File: src/rtl/core/tskc_pkg.sv
// Shared types and constants for the time-set keypad controller.
package tskc_pkg;

	typedef enum logic [1:0] {
		MODE_EDIT      = 2'd0,
		MODE_CHANGED   = 2'd1,
		MODE_UNCHANGED = 2'd2
	} mode_t;

	typedef enum logic [1:0] {
		FIELD_SEC  = 2'd0,
		FIELD_MIN  = 2'd1,
		FIELD_HOUR = 2'd2
	} field_t;

	localparam logic [1:0] ACT_NONE   = 2'd0;
	localparam logic [1:0] ACT_SELECT = 2'd1;
	localparam logic [1:0] ACT_ADJUST = 2'd2;

	localparam logic [1:0] REG_LONG_PRESS = 2'd0;
	localparam logic [1:0] REG_BLINK      = 2'd1;
	localparam logic [1:0] REG_MESSAGE    = 2'd2;

	localparam logic [7:0] LONG_PRESS_RESET = 8'd200;
	localparam logic [7:0] BLINK_RESET      = 8'd150;
	localparam logic [7:0] MESSAGE_RESET    = 8'd3;

	localparam int ADDR_W = 4;

	typedef struct packed {
		logic [7:0] long_press_ticks;
		logic [7:0] blink_ticks;
		logic [7:0] message_periods;
	} cfg_t;

	typedef struct packed {
		logic [1:0] action;
		logic [4:0] cur_hours;
		logic [5:0] cur_minutes;
		logic [5:0] cur_seconds;
	} item_t;

	typedef struct packed {
		mode_t      edit_mode;
		logic       loaded;
		logic [4:0] held_hours;
		logic [5:0] held_minutes;
		logic [5:0] held_seconds;
		field_t     field_index;
		logic [7:0] select_press_count;
		logic [7:0] adjust_press_count;
		logic [7:0] blink_divider;
		logic       blink_state;
		logic [7:0] message_timeout;
	} state_t;

	typedef struct packed {
		logic [1:0] mode;
		logic [4:0] hours;
		logic [5:0] minutes;
		logic [5:0] seconds;
		logic [1:0] selected_field;
		logic       blink_on;
		logic       write_strobe;
		logic [5:0] hours_bcd;
		logic [6:0] minutes_bcd;
		logic [6:0] seconds_bcd;
		logic       return_to_menu;
		logic       log_entry;
	} result_t;

endpackage

File: src/rtl/core/tskc_if.sv
// Valid/ready channel interfaces for key ticks and results.
interface tskc_in_if;
	logic       valid;
	logic       ready;
	logic [1:0] action;
	logic [4:0] cur_hours;
	logic [5:0] cur_minutes;
	logic [5:0] cur_seconds;

	modport source (output valid, action, cur_hours, cur_minutes, cur_seconds, input ready);
	modport sink (input valid, action, cur_hours, cur_minutes, cur_seconds, output ready);
endinterface

interface tskc_out_if;
	logic       valid;
	logic       ready;
	logic [1:0] mode;
	logic [4:0] hours;
	logic [5:0] minutes;
	logic [5:0] seconds;
	logic [1:0] selected_field;
	logic       blink_on;
	logic       write_strobe;
	logic [5:0] hours_bcd;
	logic [6:0] minutes_bcd;
	logic [6:0] seconds_bcd;
	logic       return_to_menu;
	logic       log_entry;

	modport source (output valid, mode, hours, minutes, seconds, selected_field, blink_on,
		write_strobe, hours_bcd, minutes_bcd, seconds_bcd, return_to_menu, log_entry,
		input ready);
	modport sink (input valid, mode, hours, minutes, seconds, selected_field, blink_on,
		write_strobe, hours_bcd, minutes_bcd, seconds_bcd, return_to_menu, log_entry,
		output ready);
endinterface

File: src/rtl/core/tskc_regs.sv
// APB configuration registers: long press limit, blink period, message periods.
module tskc_regs (
	input  logic                       clk,
	input  logic                       arst_n,
	input  logic                       psel,
	input  logic                       penable,
	input  logic                       pwrite,
	input  logic [tskc_pkg::ADDR_W-1:0] paddr,
	input  logic [31:0]                pwdata,
	output logic [31:0]                prdata,
	output logic                       pready,
	output tskc_pkg::cfg_t             cfg
);

	logic       wr_en;
	logic [1:0] reg_idx;

	assign pready  = 1'b1;
	assign reg_idx = paddr[3:2];
	assign wr_en   = psel & penable & pwrite & pready;

	always_ff @(posedge clk or negedge arst_n) begin
		if (!arst_n) begin
			cfg.long_press_ticks <= tskc_pkg::LONG_PRESS_RESET;
			cfg.blink_ticks      <= tskc_pkg::BLINK_RESET;
			cfg.message_periods  <= tskc_pkg::MESSAGE_RESET;
		end else if (wr_en) begin
			case (reg_idx)
				tskc_pkg::REG_LONG_PRESS: cfg.long_press_ticks <= pwdata[7:0];
				tskc_pkg::REG_BLINK:      cfg.blink_ticks      <= pwdata[7:0];
				tskc_pkg::REG_MESSAGE:    cfg.message_periods  <= pwdata[7:0];
				default: ;
			endcase
		end
	end

	always_comb begin
		case (reg_idx)
			tskc_pkg::REG_LONG_PRESS: prdata = {24'd0, cfg.long_press_ticks};
			tskc_pkg::REG_BLINK:      prdata = {24'd0, cfg.blink_ticks};
			tskc_pkg::REG_MESSAGE:    prdata = {24'd0, cfg.message_periods};
			default:                  prdata = 32'd0;
		endcase
	end

endmodule

File: src/rtl/core/tskc_step.sv
// Next-state and result logic for one key tick.
module tskc_step (
	input  tskc_pkg::cfg_t    cfg,
	input  tskc_pkg::item_t   item,
	input  tskc_pkg::state_t  cur,
	output tskc_pkg::state_t  nxt,
	output tskc_pkg::result_t res
);

	logic [7:0] sel_inc;
	logic [7:0] adj_inc;
	logic [7:0] hb;
	logic [7:0] mb;
	logic [7:0] sb;

	// tens by compare chain, units by one subtract; input is at most 63
	function automatic logic [7:0] to_bcd(input logic [5:0] v);
		logic [2:0] tens;
		logic [5:0] units;
		if (v >= 6'd60)      tens = 3'd6;
		else if (v >= 6'd50) tens = 3'd5;
		else if (v >= 6'd40) tens = 3'd4;
		else if (v >= 6'd30) tens = 3'd3;
		else if (v >= 6'd20) tens = 3'd2;
		else if (v >= 6'd10) tens = 3'd1;
		else                 tens = 3'd0;
		units = v - 6'({tens, 3'b000} + {2'b00, tens, 1'b0});
		return {1'b0, tens, units[3:0]};
	endfunction

	function automatic logic [5:0] inc_mod60(input logic [5:0] v);
		logic [6:0] s;
		s = {1'b0, v} + 7'd1;
		if (s >= 7'd60) s = s - 7'd60;
		return s[5:0];
	endfunction

	function automatic logic [4:0] inc_mod24(input logic [4:0] v);
		logic [5:0] s;
		s = {1'b0, v} + 6'd1;
		if (s >= 6'd24) s = s - 6'd24;
		return s[4:0];
	endfunction

	assign sel_inc = cur.select_press_count + 8'd1;
	assign adj_inc = cur.adjust_press_count + 8'd1;

	always_comb begin
		nxt = cur;
		hb  = 8'd0;
		mb  = 8'd0;
		sb  = 8'd0;
		res = '0;
		case (cur.edit_mode)
			tskc_pkg::MODE_CHANGED, tskc_pkg::MODE_UNCHANGED: begin
				nxt.loaded = 1'b0;
				if (cur.message_timeout == 8'd0) begin
					nxt.edit_mode = tskc_pkg::MODE_EDIT;
					res.return_to_menu = 1'b1;
				end
			end
			default: begin
				if (!cur.loaded) begin
					nxt.held_hours   = item.cur_hours;
					nxt.held_minutes = item.cur_minutes;
					nxt.held_seconds = item.cur_seconds;
					nxt.loaded       = 1'b1;
					res.log_entry    = 1'b1;
				end
				if (item.action == tskc_pkg::ACT_SELECT) begin
					nxt.select_press_count = sel_inc;
					if (sel_inc > cfg.long_press_ticks) begin
						nxt.select_press_count = 8'd0;
						hb = to_bcd({1'b0, nxt.held_hours});
						mb = to_bcd(nxt.held_minutes);
						sb = to_bcd(nxt.held_seconds);
						res.write_strobe    = 1'b1;
						nxt.message_timeout = cfg.message_periods;
						nxt.edit_mode       = tskc_pkg::MODE_CHANGED;
					end
				end else if (cur.select_press_count < cfg.long_press_ticks &&
						cur.select_press_count != 8'd0) begin
					case (cur.field_index)
						tskc_pkg::FIELD_SEC:  nxt.field_index = tskc_pkg::FIELD_MIN;
						tskc_pkg::FIELD_MIN:  nxt.field_index = tskc_pkg::FIELD_HOUR;
						tskc_pkg::FIELD_HOUR: nxt.field_index = tskc_pkg::FIELD_SEC;
						default:              nxt.field_index = tskc_pkg::FIELD_MIN;
					endcase
					nxt.select_press_count = 8'd0;
				end
				if (item.action == tskc_pkg::ACT_ADJUST) begin
					nxt.adjust_press_count = adj_inc;
					if (adj_inc > cfg.long_press_ticks) begin
						nxt.adjust_press_count = 8'd0;
						nxt.message_timeout    = cfg.message_periods;
						nxt.edit_mode          = tskc_pkg::MODE_UNCHANGED;
					end
				end else if (cur.adjust_press_count < cfg.long_press_ticks &&
						cur.adjust_press_count != 8'd0) begin
					// field chosen after any select step in this same tick
					case (nxt.field_index)
						tskc_pkg::FIELD_SEC:  nxt.held_seconds = inc_mod60(nxt.held_seconds);
						tskc_pkg::FIELD_MIN:  nxt.held_minutes = inc_mod60(nxt.held_minutes);
						tskc_pkg::FIELD_HOUR: nxt.held_hours   = inc_mod24(nxt.held_hours);
						default: ;
					endcase
					nxt.adjust_press_count = 8'd0;
				end
			end
		endcase

		if (cur.blink_divider == cfg.blink_ticks) begin
			nxt.blink_divider   = 8'd0;
			nxt.blink_state     = ~cur.blink_state;
			nxt.message_timeout = nxt.message_timeout - 8'd1;
		end else begin
			nxt.blink_divider = cur.blink_divider + 8'd1;
		end

		res.mode           = nxt.edit_mode;
		res.hours          = nxt.held_hours;
		res.minutes        = nxt.held_minutes;
		res.seconds        = nxt.held_seconds;
		res.selected_field = nxt.field_index;
		res.blink_on       = nxt.blink_state;
		res.hours_bcd      = hb[5:0];
		res.minutes_bcd    = mb[6:0];
		res.seconds_bcd    = sb[6:0];
	end

endmodule

File: src/rtl/core/time_set_keypad_controller.sv
// A tick passes through the input register, then the result register; a stalled sink can hold it between them.
// Throughput: one tick per cycle while the sink takes results; the step logic sits between the two registers.
// A result waiting on a stalled sink holds; one more tick may sit in the input register.
// Reset (arst_n low, asynchronous): editing mode, seconds field, counters and held time zero,
// registers at 200, 150 and 3; no clearing pass, ready again as soon as reset is released.
module time_set_keypad_controller (
	input  logic                        clk,
	input  logic                        arst_n,
	tskc_in_if.sink                     keys,
	tskc_out_if.source                  result,
	input  logic                        psel,
	input  logic                        penable,
	input  logic                        pwrite,
	input  logic [tskc_pkg::ADDR_W-1:0] paddr,
	input  logic [31:0]                 pwdata,
	output logic [31:0]                 prdata,
	output logic                        pready
);

	tskc_pkg::cfg_t    cfg;
	tskc_pkg::item_t   item_s1;
	tskc_pkg::state_t  state_q;
	tskc_pkg::state_t  state_nxt;
	tskc_pkg::result_t res_nxt;
	tskc_pkg::result_t res_q;
	logic              valid_s1;
	logic              out_valid_q;
	logic              advance;

	tskc_regs u_regs (
		.clk     (clk),
		.arst_n  (arst_n),
		.psel    (psel),
		.penable (penable),
		.pwrite  (pwrite),
		.paddr   (paddr),
		.pwdata  (pwdata),
		.prdata  (prdata),
		.pready  (pready),
		.cfg     (cfg)
	);

	tskc_step u_step (
		.cfg  (cfg),
		.item (item_s1),
		.cur  (state_q),
		.nxt  (state_nxt),
		.res  (res_nxt)
	);

	assign advance    = valid_s1 & (~out_valid_q | result.ready);
	// no transfer is taken while reset is held
	assign keys.ready = arst_n & (~valid_s1 | advance);

	always_ff @(posedge clk or negedge arst_n) begin
		if (!arst_n) begin
			valid_s1    <= 1'b0;
			out_valid_q <= 1'b0;
		end else begin
			if (keys.ready) valid_s1 <= keys.valid;
			if (advance) out_valid_q <= 1'b1;
			else if (result.ready) out_valid_q <= 1'b0;
		end
	end

	always_ff @(posedge clk) begin
		if (keys.valid && keys.ready) begin
			item_s1.action      <= keys.action;
			item_s1.cur_hours   <= keys.cur_hours;
			item_s1.cur_minutes <= keys.cur_minutes;
			item_s1.cur_seconds <= keys.cur_seconds;
		end
		if (advance) res_q <= res_nxt;
	end

	always_ff @(posedge clk or negedge arst_n) begin
		if (!arst_n) begin
			state_q <= '{
				edit_mode:          tskc_pkg::MODE_EDIT,
				loaded:             1'b0,
				held_hours:         5'd0,
				held_minutes:       6'd0,
				held_seconds:       6'd0,
				field_index:        tskc_pkg::FIELD_SEC,
				select_press_count: 8'd0,
				adjust_press_count: 8'd0,
				blink_divider:      8'd0,
				blink_state:        1'b0,
				message_timeout:    8'd0
			};
		end else if (advance) begin
			state_q <= state_nxt;
		end
	end

	assign result.valid          = out_valid_q;
	assign result.mode           = res_q.mode;
	assign result.hours          = res_q.hours;
	assign result.minutes        = res_q.minutes;
	assign result.seconds        = res_q.seconds;
	assign result.selected_field = res_q.selected_field;
	assign result.blink_on       = res_q.blink_on;
	assign result.write_strobe   = res_q.write_strobe;
	assign result.hours_bcd      = res_q.hours_bcd;
	assign result.minutes_bcd    = res_q.minutes_bcd;
	assign result.seconds_bcd    = res_q.seconds_bcd;
	assign result.return_to_menu = res_q.return_to_menu;
	assign result.log_entry      = res_q.log_entry;

endmodule

File: src/flat_wrapper.sv
// flat-port wrapper written by rule: the top's interface ports become plain ports
module time_set_keypad_controller_flat 
  (clk, arst_n, psel, penable, pwrite, paddr, pwdata, prdata, pready, keys_valid, keys_action, keys_cur_hours, keys_cur_minutes, keys_cur_seconds, keys_ready, result_valid, result_mode, result_hours, result_minutes, result_seconds, result_selected_field, result_blink_on, result_write_strobe, result_hours_bcd, result_minutes_bcd, result_seconds_bcd, result_return_to_menu, result_log_entry, result_ready);
  tskc_in_if keys_i ();
  tskc_out_if result_i ();
  input  logic clk;
  input  logic arst_n;
  input  logic psel;
  input  logic penable;
  input  logic pwrite;
  input  logic [tskc_pkg::ADDR_W-1:0] paddr;
  input  logic [31:0] pwdata;
  output logic [31:0] prdata;
  output logic pready;
  input wire logic [$bits(keys_i.valid)-1:0] keys_valid;
  input wire logic [$bits(keys_i.action)-1:0] keys_action;
  input wire logic [$bits(keys_i.cur_hours)-1:0] keys_cur_hours;
  input wire logic [$bits(keys_i.cur_minutes)-1:0] keys_cur_minutes;
  input wire logic [$bits(keys_i.cur_seconds)-1:0] keys_cur_seconds;
  output wire logic [$bits(keys_i.ready)-1:0] keys_ready;
  output wire logic [$bits(result_i.valid)-1:0] result_valid;
  output wire logic [$bits(result_i.mode)-1:0] result_mode;
  output wire logic [$bits(result_i.hours)-1:0] result_hours;
  output wire logic [$bits(result_i.minutes)-1:0] result_minutes;
  output wire logic [$bits(result_i.seconds)-1:0] result_seconds;
  output wire logic [$bits(result_i.selected_field)-1:0] result_selected_field;
  output wire logic [$bits(result_i.blink_on)-1:0] result_blink_on;
  output wire logic [$bits(result_i.write_strobe)-1:0] result_write_strobe;
  output wire logic [$bits(result_i.hours_bcd)-1:0] result_hours_bcd;
  output wire logic [$bits(result_i.minutes_bcd)-1:0] result_minutes_bcd;
  output wire logic [$bits(result_i.seconds_bcd)-1:0] result_seconds_bcd;
  output wire logic [$bits(result_i.return_to_menu)-1:0] result_return_to_menu;
  output wire logic [$bits(result_i.log_entry)-1:0] result_log_entry;
  input wire logic [$bits(result_i.ready)-1:0] result_ready;
  assign keys_i.valid = keys_valid;
  assign keys_i.action = keys_action;
  assign keys_i.cur_hours = keys_cur_hours;
  assign keys_i.cur_minutes = keys_cur_minutes;
  assign keys_i.cur_seconds = keys_cur_seconds;
  assign keys_ready = keys_i.ready;
  assign result_valid = result_i.valid;
  assign result_mode = result_i.mode;
  assign result_hours = result_i.hours;
  assign result_minutes = result_i.minutes;
  assign result_seconds = result_i.seconds;
  assign result_selected_field = result_i.selected_field;
  assign result_blink_on = result_i.blink_on;
  assign result_write_strobe = result_i.write_strobe;
  assign result_hours_bcd = result_i.hours_bcd;
  assign result_minutes_bcd = result_i.minutes_bcd;
  assign result_seconds_bcd = result_i.seconds_bcd;
  assign result_return_to_menu = result_i.return_to_menu;
  assign result_log_entry = result_i.log_entry;
  assign result_i.ready = result_ready;
  time_set_keypad_controller u_core (.clk(clk), .arst_n(arst_n), .keys(keys_i), .result(result_i), .psel(psel), .penable(penable), .pwrite(pwrite), .paddr(paddr), .pwdata(pwdata), .prdata(prdata), .pready(pready));
endmodule
File: config.mk
export PLATFORM = sky130hd
export DESIGN_NAME = time_set_keypad_controller_flat
export DESIGN_NICKNAME = d
export VERILOG_FILES = /design/src/rtl/core/tskc_pkg.sv /design/src/rtl/core/tskc_if.sv /design/src/rtl/core/tskc_regs.sv /design/src/rtl/core/tskc_step.sv /design/src/rtl/core/time_set_keypad_controller.sv /design/src/flat_wrapper.sv
export SDC_FILE = /design/constraint.sdc
export NUM_CORES = 1
export LEC_CHECK = 0
export ABC_AREA = 1
export ABC_CLOCK_PERIOD_IN_PS = 7800
export CAP_MARGIN = 5
export CORE_MARGIN = 5
export CORE_UTILIZATION = 55
export CTS_CLUSTER_SIZE = 28
export DETAILED_ROUTE_END_ITERATION = 10
export DONT_BUFFER_PORTS = 1
export PLACE_DENSITY = 0.74
export SLEW_MARGIN = 25
export SYNTH_ARGS = -nofsm -noshare
export SYNTH_HDL_FRONTEND = slang
export SYNTH_SLANG_ARGS = --single-unit
export TNS_END_PERCENT = 30
File: constraint.sdc
create_clock -name clk -period 7.8 [get_ports clk]
set_input_delay 1.56 -clock clk [delete_from_list [all_inputs] [get_ports clk]]
set_output_delay 1.56 -clock clk [all_outputs]
set_load 0.01 [all_outputs]
==> results.py, run 1 <==
metrics = {
    "run_status": {
        "outcome": "finished clean",
    },
    "timing": {
        "setup_viol": 0,
        "finClkSkew_ns": 0.0109,
        "rsz0062_at_grt": "false",
        "clock.fmax_ghz": 0.227,
        "slew_violations": 0,
        "max_slew_margin_pct": 40.2,
        "fin_crit_ns": 4.40,
        "final-hold-violation-count": 0,
        "tns_ns": 0,
        "period_share_pct": 56.5,
        "worstMarginPinSlew_ns": 0.894,
    },
    "layout": {
        "final_nets": 1181,
        "regArea_um2": 3960,
        "antennaDiodeCount": 0,
        "stdcell_count": 1291,
        "drive_gt1_share_pct": 11.0,
        "n_fill_cell": 1410,
        "synthToLayoutAreaGrowth_pct": 8.20,
        "multi_input_area_um2": 4270,
    },
    "power_and_ir_drop": {
        "pwr_density_cell_nw_per_um2": 441,
        "p_leak_nw": 4.67,
        "peakVddDrop_uv": 237,
    },
    "floorplan": {
        "fp.dieH_um": 138,
        "placementRows": 46,
        "dieArea_um2": 19000,
        "core-area_um2": 15900,
        "initial_utilization_pct": 56.5,
        "die_w_um": 138,
        "ios": 142,
    },
    "synthesis": {
        "avgSynthCellArea_um2": 8.49,
        "synth.distinct_cells": 55,
        "syn_area_um2": 9000,
        "synth_top_flop_cell": "dfrtp_1",
        "ys_async_sr_fraction_pct": 55.9,
        "synth_edf_count": 64,
        "synth.yosys.seq_area_share_pct": 44.0,
        "synth_seq_cells": 145,
        "synthCells": 1060,
        "yosys_warnings": 0,
    },
    "cts": {
        "cts.path.max_buffers": 2,
        "insertion_delay_ns": 0.43,
        "cts_buffers": 17,
        "cts_sinks": 145,
        "htreeDepth": 4,
        "holdBufCountCts": 0,
        "cts_setup_buffers": 0,
        "cts_resized": 0,
        "root_buffer": "clkbuf_16",
        "cts_tree": "yes",
        "clk_pin_slew_ns": 0.06,
    },
    "global_route": {
        "grt_max_degree": 83,
        "grt_pass1_wl_mm": 32.7,
        "grt-ovfl-total": 0,
        "gr-usage-met1_pct": 29.2,
        "grt_use_met2_pct": 35.7,
        "grt.total_usage_pct": 21.9,
        "grt_pass1_vias": 6718,
        "antenna_found_initial": 0,
        "use_met3_pct": 4.25,
        "grt-busiest-layer": "met2",
    },
    "placed_design": {
        "io_buffers": 0,
        "gp_congestion": 0.931,
        "dpl.cell_count": 1259,
        "hpwl_mm": 14.0,
    },
    "setup_path": {
        "path_max_fanout": 27,
        "cp-end-kind": "register",
        "arrival_ns": 4.68,
        "critPathKind": "register to register",
        "startpoint_type": "register",
        "cp.required_ns": 8.07,
    },
    "routing": {
        "totalWireLength_mm": 19.7,
        "remaining_drc_errors": 0,
        "vias": 6876,
        "drt-vias-per-instance": 5.33,
        "ant_nets": 0,
        "first_pass_iters": 5,
        "drt_iter0_markers": 495,
        "post_drt_wl_per_cell_um": 15.3,
    },
    "worst_hold_path": {
        "min-delay-path-class": "register to register",
    },
    "job": {
        "maxCapViolations": 0,
    },
}
final timing paths:
check	from	to	slack, ns	cells past startpoint
min	u_core.state_q[43]	u_core.state_q[43]	0.48	2
min reg2reg	u_core.state_q[43]	u_core.state_q[43]	0.48	2
max reg2reg	u_core.state_q[25]	u_core.state_q[6]	3.40	22
max in group asynchronous	arst_n	u_core.u_regs.cfg[22]	6.77	0
max	u_core.state_q[25]	u_core.state_q[6]	3.40	22
min in group asynchronous	arst_n	u_core.state_q[14]	0.82	0
power breakdown:
part | internal [mW] | switching (mW) | leakage [nW]
combinational | 0.726 | 1.39 | 2.73
clock | 0.533 | 0.338 | 0.316
sequential | 1.10 | 0.213 | 1.62
per-layer routing:
metal | up-vias | share of wire (%) | routed length, um
li1 | 3428 | - | -
met1 | 3256 | 45 | 8840
met2 | 159 | 49 | 9570
met3 | 33 | 4.3 | 853
met4 | 0 | 2.2 | 435
met5 | - | 0 | 0
area by class of cell:
| type | instances | area share, % |
|---|---|---|
| Inverter | 149 | 5.77 |
| Clock inverter | 11 | 1.40 |
| Timing Repair Buffer | 5 | 0.385 |
| Sequential cell | 145 | 40.7 |
| Multi-Input combinational cell | 744 | 43.8 |
| Tap cell | 216 | 2.77 |
| Clock buffer | 21 | 5.16 |
sequential cells by signal, summed over array words and instances (netlist names), 2 cells and up:
| signal | count |
|---|---|
| u_core.state_q | 55 |
| u_core.u_regs.cfg | 24 |
| u_core.item_s1 | 19 |
| u_core.result.minutes_bcd | 7 |
| u_core.result.seconds_bcd | 7 |
| u_core.result.hours_bcd | 6 |
| u_core.result.minutes | 6 |
| u_core.result.seconds | 6 |
| u_core.result.hours | 5 |
| u_core.result.mode | 2 |
| u_core.result.selected_field | 2 |
Yosys cell counts (all sizes together), types with 3 or more instances:
cell type	n	area, um^2
o211ai	4	30.0
xnor2	7	68.8
nand3	70	380
nor2	70	293
dfrtp	72	1800
o21bai	3	22.5
dfstp	9	236
or2	5	33.8
o22ai	13	81.3
a21oi	34	189
clkbuf	15	56.3
edfxtp	64	1920
nand4	13	93.8
o21ai	92	581
inv	149	562
nor3	12	65.1
buf	30	246
nand2	279	1100
nor4	3	18.8
xor2	39	357
ha	57	713
cells in the final DEF, fill, tap and decap left out, types with 3 or more instances in the layout:
cell type	n
a21oi_1	29
a21oi_2	5
buf_4	5
clkbuf_16	19
clkinv_4	4
conb_1	25
dfrtp_1	72
dfstp_2	9
edfxtp_1	64
ha_1	57
inv_1	141
inv_2	7
inv_6	4
nand2_1	267
nand2_2	8
nand2_4	4
nand3_1	64
nand3_2	6
nand4_1	11
nor2_1	61
nor2_2	6
nor2_4	3
nor3_1	11
nor4_1	3
o211ai_1	4
o21ai_0	58
o21ai_1	14
o21ai_2	14
o21ai_4	6
o21bai_1	3
o22ai_1	13
or2_2	3
xnor2_1	6
xor2_1	37
kinds of logic (layout without fill, tap and decap cells):
kind of cell / count (synthesis) / after routing / synth area share (%)
other: 2 / 25 / 0.0834
buffers and inverters: 194 / 186 / 9.61
AND/OR/NAND/NOR: 457 / 457 / 22.4
AO/OA/AOI/OAI: 157 / 157 / 11.0
multiplexers: 2 / 2 / 0.222
flip-flops: 145 / 145 / 44.0
XOR/XNOR: 46 / 46 / 4.73
adder cells (fa/ha/maj): 57 / 57 / 7.92
metrics by stage:
| step | hold slack [ns] | setup slack, ns | instance area, um^2 | utilization, % | total power [mW] |
|---|---|---|---|---|---|
| detailed placement | 0.469 | 3.05 | 9100 | 57.1 | 3.41 |
| global placement | 0.462 | 3.16 | 9100 | 57.1 | 3.34 |
| finish | 0.482 | 3.40 | 9740 | 61.1 | 4.30 |
| floorplan | 0.449 | 4.02 | 9090 | - | 2.99 |
| global route | 0.505 | 2.88 | 9740 | 61.1 | 4.68 |
| CTS | 0.486 | 3.45 | 9740 | 61.1 | 4.31 |
worst max-delay path, cell delays in order (launching register included):
cell and delay, ns:
dfrtp_1 0.38, inv_1 0.11, nor3_1 0.38, nand3_1 0.17, nor2_1 0.13, nand2_1 0.07
xor2_1 0.19, inv_1 0.07, ha_1 0.30, nand2_1 0.07, nor2_1 0.13, nand2_1 0.07
nand2_1 0.12, nand4_2 0.69, nand2_2 0.43, nand2_1 0.09, nand2_1 0.12, ha_1 0.16
nand2_1 0.10, nor2_1 0.17, nand4_1 0.11, nand3_1 0.10, o21ai_0 0.09
Power figures use the tool's default switching activity.
==> run 2, diff against run 1 <==
--- a/config.mk
+++ b/config.mk
@@ -5,8 +5,8 @@
 export SDC_FILE = /design/constraint.sdc
 export NUM_CORES = 1
 export LEC_CHECK = 0
-export ABC_AREA = 1
-export ABC_CLOCK_PERIOD_IN_PS = 7800
+export ABC_AREA = 0
+export ABC_CLOCK_PERIOD_IN_PS = 4100
 export CAP_MARGIN = 5
 export CORE_MARGIN = 5
 export CORE_UTILIZATION = 55
==> constraint.sdc (replaced) <==
create_clock -name clk -period 4.1 [get_ports clk]
set_input_delay 0.82 -clock clk [delete_from_list [all_inputs] [get_ports clk]]
set_output_delay 0.82 -clock clk [all_outputs]
set_load 0.01 [all_outputs]
==> run 2 against run 1 <==
  * Clock skew up 0.00099 ns
  * Register-to-register slack lost 3.2 ns
  * Clock-buffer cell count fell by 1
  * Clock power is 79% higher
  * Sequential share of layout area fell by 0.67 points
  * Cell count decreased by 12%
  * Worst setup slack got worse by 3.2 ns
  * Largest power group unchanged
  * Highest routed layer unchanged
==> results.py, run 2 <==
metrics = {
    "run_status": {
        "outcome": "finished clean",
    },
    "global_route": {
        "antenna_found_initial": 0,
        "grt_use_met2_pct": 34.6,
        "use_met3_pct": 6.03,
        "gr-usage-met1_pct": 27.3,
        "grt-ovfl-total": 0,
        "grt_pass1_wl_mm": 33.2,
        "grt_max_degree": 83,
        "grt.total_usage_pct": 21.1,
        "grt_pass1_vias": 6412,
        "grt-busiest-layer": "met2",
    },
    "layout": {
        "largest_reg_flops": 55,
        "antennaDiodeCount": 0,
        "synthToLayoutAreaGrowth_pct": 8.65,
        "regMostFlops": "u_core.state_q",
        "fin_util_pct": 60.4,
        "drive_gt1_share_pct": 16.6,
        "final_nets": 1026,
        "reg_top3": "u_core.state_q x55, u_core.u_regs.cfg x24, u_core.item_s1 x19",
        "final_common_cell": "nand2_1",
        "mostFrequentLayoutCells": "nand2_1, dfrtp_1, edfxtp_1",
        "n_fill_cell": 1341,
    },
    "cts": {
        "holdBufCountCts": 0,
        "htreeDepth": 4,
        "cts_sinks": 145,
        "insertion_delay_ns": 0.43,
        "cts_tree": "yes",
        "cts_buffers": 17,
        "root_buffer": "clkbuf_16",
        "cts.path.max_buffers": 2,
        "clk_pin_slew_ns": 0.07,
    },
    "routing": {
        "vias": 6660,
        "drt_iter0_markers": 369,
        "totalWireLength_mm": 20.1,
        "first_pass_iters": 5,
        "ant_nets": 0,
        "remaining_drc_errors": 0,
        "drt-vias-per-instance": 5.84,
        "post_drt_wl_per_cell_um": 17.6,
    },
    "job": {
        "maxCapViolations": 0,
    },
    "floorplan": {
        "core-area_um2": 16400,
        "initial_utilization_pct": 55.6,
        "die_w_um": 139,
        "ios": 142,
        "dieArea_um2": 19300,
        "fp.dieH_um": 139,
        "placementRows": 47,
    },
    "synthesis": {
        "yosys_warnings": 0,
        "synth.largest_area_cell": "edfxtp_1",
        "synth_seq_cells": 145,
        "synth.yosys.seq_area_share_pct": 43.4,
        "synth.distinct_cells": 83,
        "synth_top_cells_by_area": "edfxtp_1, dfrtp_1, ha_1",
        "synth_edf_count": 64,
        "syn_area_um2": 9130,
        "ys_async_sr_fraction_pct": 55.9,
        "yosysMostFrequentCell": "nand2_1",
        "synthCells": 896,
        "avgSynthCellArea_um2": 10.2,
        "synth_top_area_share_pct": 21.1,
        "synth_top_flop_cell": "dfrtp_1",
        "synth_common_cells": "nand2_1, dfrtp_1, edfxtp_1, o21ai_0, nor2_1",
    },
    "placed_design": {
        "hpwl_mm": 14.0,
        "gp_congestion": 0.850,
        "io_buffers": 0,
    },
    "timing": {
        "finClkSkew_ns": 0.0119,
        "fin_crit_ns": 3.87,
        "final-hold-violation-count": 0,
        "setup_viol": 0,
        "hold_slack_ns": 0.0904,
        "slew_violations": 0,
        "max_slew_margin_pct": 42.4,
        "clock.fmax_ghz": 0.258,
        "worstMarginPinSlew_ns": 0.862,
        "tns_ns": 0,
        "period_share_pct": 94.5,
        "rsz0062_at_grt": "false",
    },
    "power_and_ir_drop": {
        "peakVddDrop_uv": 339,
        "pwr_density_cell_nw_per_um2": 697,
        "p_leak_nw": 4.16,
    },
    "setup_path": {
        "cp.required_ns": 4.45,
        "critPathKind": "register to register",
        "arrival_ns": 4.22,
        "cp-end-kind": "register",
        "startpoint_type": "register",
        "path_max_fanout": 6,
    },
    "worst_hold_path": {
        "min-delay-path-class": "input pin to asynchronous set/reset pin",
    },
}
[run 2: cell count changes after synthesis, moves of 25 or more]
cell	previous run	this run
mux2i_1	2	29
xor2_1	37	12
mux2_2	0	52
nand3_1	64	31
inv_1	141	28
nand2_1	267	104
xnor2_1	6	34
[run 2: timing repair]
item,CTS,global route
setup endpoints to repair,0,1
gates resized for setup,0,5
buffers inserted,0,3
[run 2: layout make-up]
type                    count  area, um^2  share of cell area (%)
clock inverters            12         118                    1.19
multi-input cells         689        4780                    48.2
repair buffers             23         173                    1.74
well taps                 220         275                    2.78
clock buffers              20         478                    4.82
flip-flops and latches    145        3970                    40.0
inverters                  31         124                    1.25
[run 2: per-layer routing]
metal / wire (um) / vias up
met5: 0 / -
met4: 245 / 0
met3: 1230 / 20
met2: 9720 / 184
met1: 8890 / 3221
li1: - / 3235
[run 2: kinds of logic (layout without fill, tap and decap cells)]
kind of cell	after synthesis	count (layout)	share of synthesized area (%)
and+or+nand+nor	292	292	15.6
other	2	25	0.0823
DFF	145	145	43.4
adders and majority gates	58	58	7.92
muxes	86	86	10.5
xor gates and xnor gates	48	48	4.89
AOI/OAI and AO/OA	180	180	12.4
buffers and inverters	85	86	5.20
[run 2: where the power goes]
part	internal, mW	switching (mW)	total, mW	leakage, nW
logic	1.28	1.68	2.96	2.26
clock network	0.915	0.650	1.56	0.294
registers	1.99	0.394	2.39	1.61
[run 2: final timing paths]
check	startpoint	slack, ns	cells after the start	to
max in group asynchronous	arst_n	3.81	0	u_core.u_regs.cfg[15]
max	u_core.state_q[21]	0.23	17	u_core.state_q[6]
min reg2reg	u_core.state_q[8]	0.50	1	u_core.state_q[8]
min	arst_n	0.09	0	u_core.state_q[11]
min in group clk	keys_action[0]	0.48	0	u_core.item_s1[17]
max reg2reg	u_core.state_q[21]	0.23	17	u_core.state_q[6]
[run 2: metrics by stage]
stage | cells | area, um^2 | power (mW) | setup WS (ns)
global route | 1140 | 9920 | 7.41 | 0.0210
global placement | 1105 | 9290 | 5.25 | 0.204
finish | 1140 | 9920 | 6.92 | 0.227
CTS | 1137 | 9890 | 6.94 | 0.143
detailed placement | 1105 | 9290 | 5.35 | 0.164
floorplan | 919 | 9210 | 4.73 | 0.204
[run 2: critical path, cell delays in order, from the launching register on]
cell	delay, ns
dfrtp_2	0.39
and3_1	0.18
nand3_1	0.11
or2_2	0.32
xnor2_1	0.15
ha_1	0.33
nand4_1	0.13
nand2b_1	0.18
a32o_1	0.30
o21ai_2	0.22
mux2i_1	0.29
ha_1	0.18
nand2_1	0.06
buf_4	0.17
or3_1	0.32
o31ai_1	0.20
a21oi_1	0.10
a21oi_1	0.15
==> run 3, diff against run 2 <==
--- a/config.mk
+++ b/config.mk
@@ -8,6 +8,7 @@
 export ABC_AREA = 0
 export ABC_CLOCK_PERIOD_IN_PS = 4100
 export CAP_MARGIN = 5
+export CORE_ASPECT_RATIO = 0.9
 export CORE_MARGIN = 5
 export CORE_UTILIZATION = 55
 export CTS_CLUSTER_SIZE = 28
==> run 3 against run 2 <==
  * Critical path type unchanged
  * Highest routed layer unchanged
  * Sequential share of layout area about the same
  * Combinational power about the same
  * Critical endpoint unchanged
  * Clock-buffer cell count increased by 1
  * Largest power group unchanged
  * Sequential power increased by 2%
==> results.py, run 3 (same netlist as run 2, synthesis figures left out) <==
metrics = {
    "cts": {
        "cts_sinks": 145,
        "htreeDepth": 4,
        "cts_buffers": 17,
        "clk_pin_slew_ns": 0.06,
        "cts.path.max_buffers": 2,
        "root_buffer": "clkbuf_16",
        "cts_tree": "yes",
        "insertion_delay_ns": 0.43,
        "cts_setup_buffers": 0,
    },
    "timing": {
        "slew_violations": 0,
        "setup_viol": 0,
        "fin_crit_ns": 3.84,
        "worstMarginPinSlew_ns": 0.668,
        "max_slew_margin_pct": 54.2,
        "finClkSkew_ns": 0.00710,
        "final-hold-violation-count": 0,
        "clock.fmax_ghz": 0.261,
        "period_share_pct": 93.6,
        "hold_slack_ns": 0.0884,
    },
    "floorplan": {
        "placementRows": 44,
        "dieArea_um2": 19300,
        "core-area_um2": 16200,
        "ios": 142,
        "die_w_um": 146,
        "initial_utilization_pct": 56.2,
        "fp.dieH_um": 132,
    },
    "layout": {
        "final_common_cell": "nand2_1",
        "reg_top3": "u_core.state_q x55, u_core.u_regs.cfg x24, u_core.item_s1 x19",
        "regMostFlops": "u_core.state_q",
        "n_fill_cell": 1280,
        "multi_input_area_um2": 4810,
        "mostFrequentLayoutCells": "nand2_1, dfrtp_1, edfxtp_1",
        "drive_gt1_share_pct": 16.3,
        "regArea_um2": 3960,
        "antennaDiodeCount": 0,
        "final_nets": 1025,
        "fin_util_pct": 61.0,
        "largest_reg_flops": 55,
        "fin_area_um2": 9910,
        "synthToLayoutAreaGrowth_pct": 8.53,
    },
    "power_and_ir_drop": {
        "power_frac_seq_pct": 35.3,
        "p_leak_nw": 4.17,
        "p_sw_share_pct": 39.9,
        "intPower_mw": 4.13,
        "clkPwrFrac_pct": 21.7,
        "p_comb_share_pct": 43.0,
        "switching_power_mw": 2.74,
        "power_mw": 6.88,
        "pwr_density_cell_nw_per_um2": 694,
        "peakVddDrop_uv": 401,
    },
    "global_route": {
        "grt_pass1_vias": 6379,
        "gr-usage-met1_pct": 29.6,
        "antenna_found_initial": 0,
        "grt-busiest-layer": "met2",
        "grt_pass1_wl_mm": 32.9,
        "use_met3_pct": 4.78,
        "grt.total_usage_pct": 21.2,
        "grt_use_met2_pct": 32.8,
        "grt_max_degree": 83,
        "grt-ovfl-total": 0,
    },
    "placed_design": {
        "hpwl_mm": 14.1,
        "gp_congestion": 0.889,
        "postPlaceCellArea_um2": 9300,
        "io_buffers": 0,
    },
    "routing": {
        "ant_nets": 0,
        "post_drt_wl_per_cell_um": 17.9,
        "drt_iter0_markers": 729,
        "totalWireLength_mm": 20.2,
        "drt-vias-per-instance": 5.99,
        "remaining_drc_errors": 0,
        "first_pass_iters": 5,
        "vias": 6740,
    },
    "setup_path": {
        "worstSetupEndpoint": "u_core.state_q[6]",
        "critPathKind": "register to register",
        "worstSetupStartpoint": "u_core.state_q[21]",
        "crit_path_cell_trace": "and3_1 -> nand3_1 -> or2_2 -> xnor2_2 -> ha_1 -> nand4_1 -> nand2b_1 -> a32o_2 -> o21ai_4 -> mux2i_2 -> ha_1 -> nand2_1 -> or4b_1 -> xnor2_1 -> o21ai_1 -> a21oi_1",
        "cp.depth": 16,
        "arrival_ns": 4.13,
        "cp.required_ns": 4.39,
        "path_max_fanout": 3,
        "r2r_end": "u_core.state_q[6]",
        "worstReg2RegStart": "u_core.state_q[21]",
        "cp_top_family": "simple AND/OR/NAND/NOR gates",
        "cp_num_buf_inv": 0,
        "worst-r2r-setup-slack_ns": 0.26,
        "timing.critical_path.mode_cell": "ha_1",
        "rr_worst_depth": 16,
        "crit_slowest_cell": "or4b_1",
        "cp-end-kind": "register",
        "cpPeakStageDelay_ns": 0.53,
        "startpoint_type": "register",
    },
    "run_status": {
        "outcome": "finished clean",
    },
    "job": {
        "maxCapViolations": 0,
    },
    "worst_hold_path": {
        "min-delay-path-class": "input pin to asynchronous set/reset pin",
    },
}
## run 3: cell count changes in the layout (fill, tap and decap cells not counted), sizes merged
| cell | change |
|---|---|
| buf | -1 |
| bufinv | -1 |
| clkbuf | +1 |
| clkinv | +4 |
| clkinvlp | -1 |
| inv | -3 |
## run 3: how the worst min path moves through the flow
stage                                      to         startpoint
final                      u_core.state_q[39]             arst_n
after global routing       u_core.state_q[46]             arst_n
after CTS                  u_core.state_q[39]             arst_n
after detailed placement  u_core.result.valid    u_core.valid_s1
after global placement      u_core.state_q[8]  u_core.state_q[8]
after floorplan           u_core.result.valid    u_core.valid_s1
## run 3: per-stage QoR
| step | setup slack [ns] | cells | TNS, ns |
|---|---|---|---|
| 4_1_cts | 0.136 | 1126 | 0 |
| 2_1_floorplan | 0.204 | 919 | 0 |
| 5_1_grt | -0.00736 | 1126 | -0.00736 |
| 3_5_place_dp | 0.149 | 1094 | 0 |
| 6_report | 0.262 | 1126 | 0 |
| 3_3_place_gp | 0.219 | 1094 | 0 |
## run 3: metal layers
metal	wire length, um	part of all wire (%)
met5	0	0
met4	316	1.6
met3	1300	6.4
met2	9260	46
met1	9280	46
## run 3: repair_timing
item	4_1_cts	5_1_grt
endpoints found under the setup margin	0	2
resized for setup	0	7
hold buffers	0	0
## run 3: layout make-up
class / count / share of cell area, %
Timing Repair Buffer: 22 / 1.79
Multi-Input combinational cell: 689 / 48.5
Tap cell: 207 / 2.61
Clock inverter: 11 / 0.960
Inverter: 31 / 1.25
Clock buffer: 21 / 4.86
Sequential cell: 145 / 40.0
## run 3: power by group through the flow
stage	Clock (mW)	Combinational [mW]	Sequential, mW
after floorplan	0	2.43	2.30
after global placement	0	2.83	2.43
after detailed placement	0	2.89	2.44
after CTS	1.53	2.93	2.42
after global routing	1.59	3.30	2.47
final	1.49	2.96	2.43
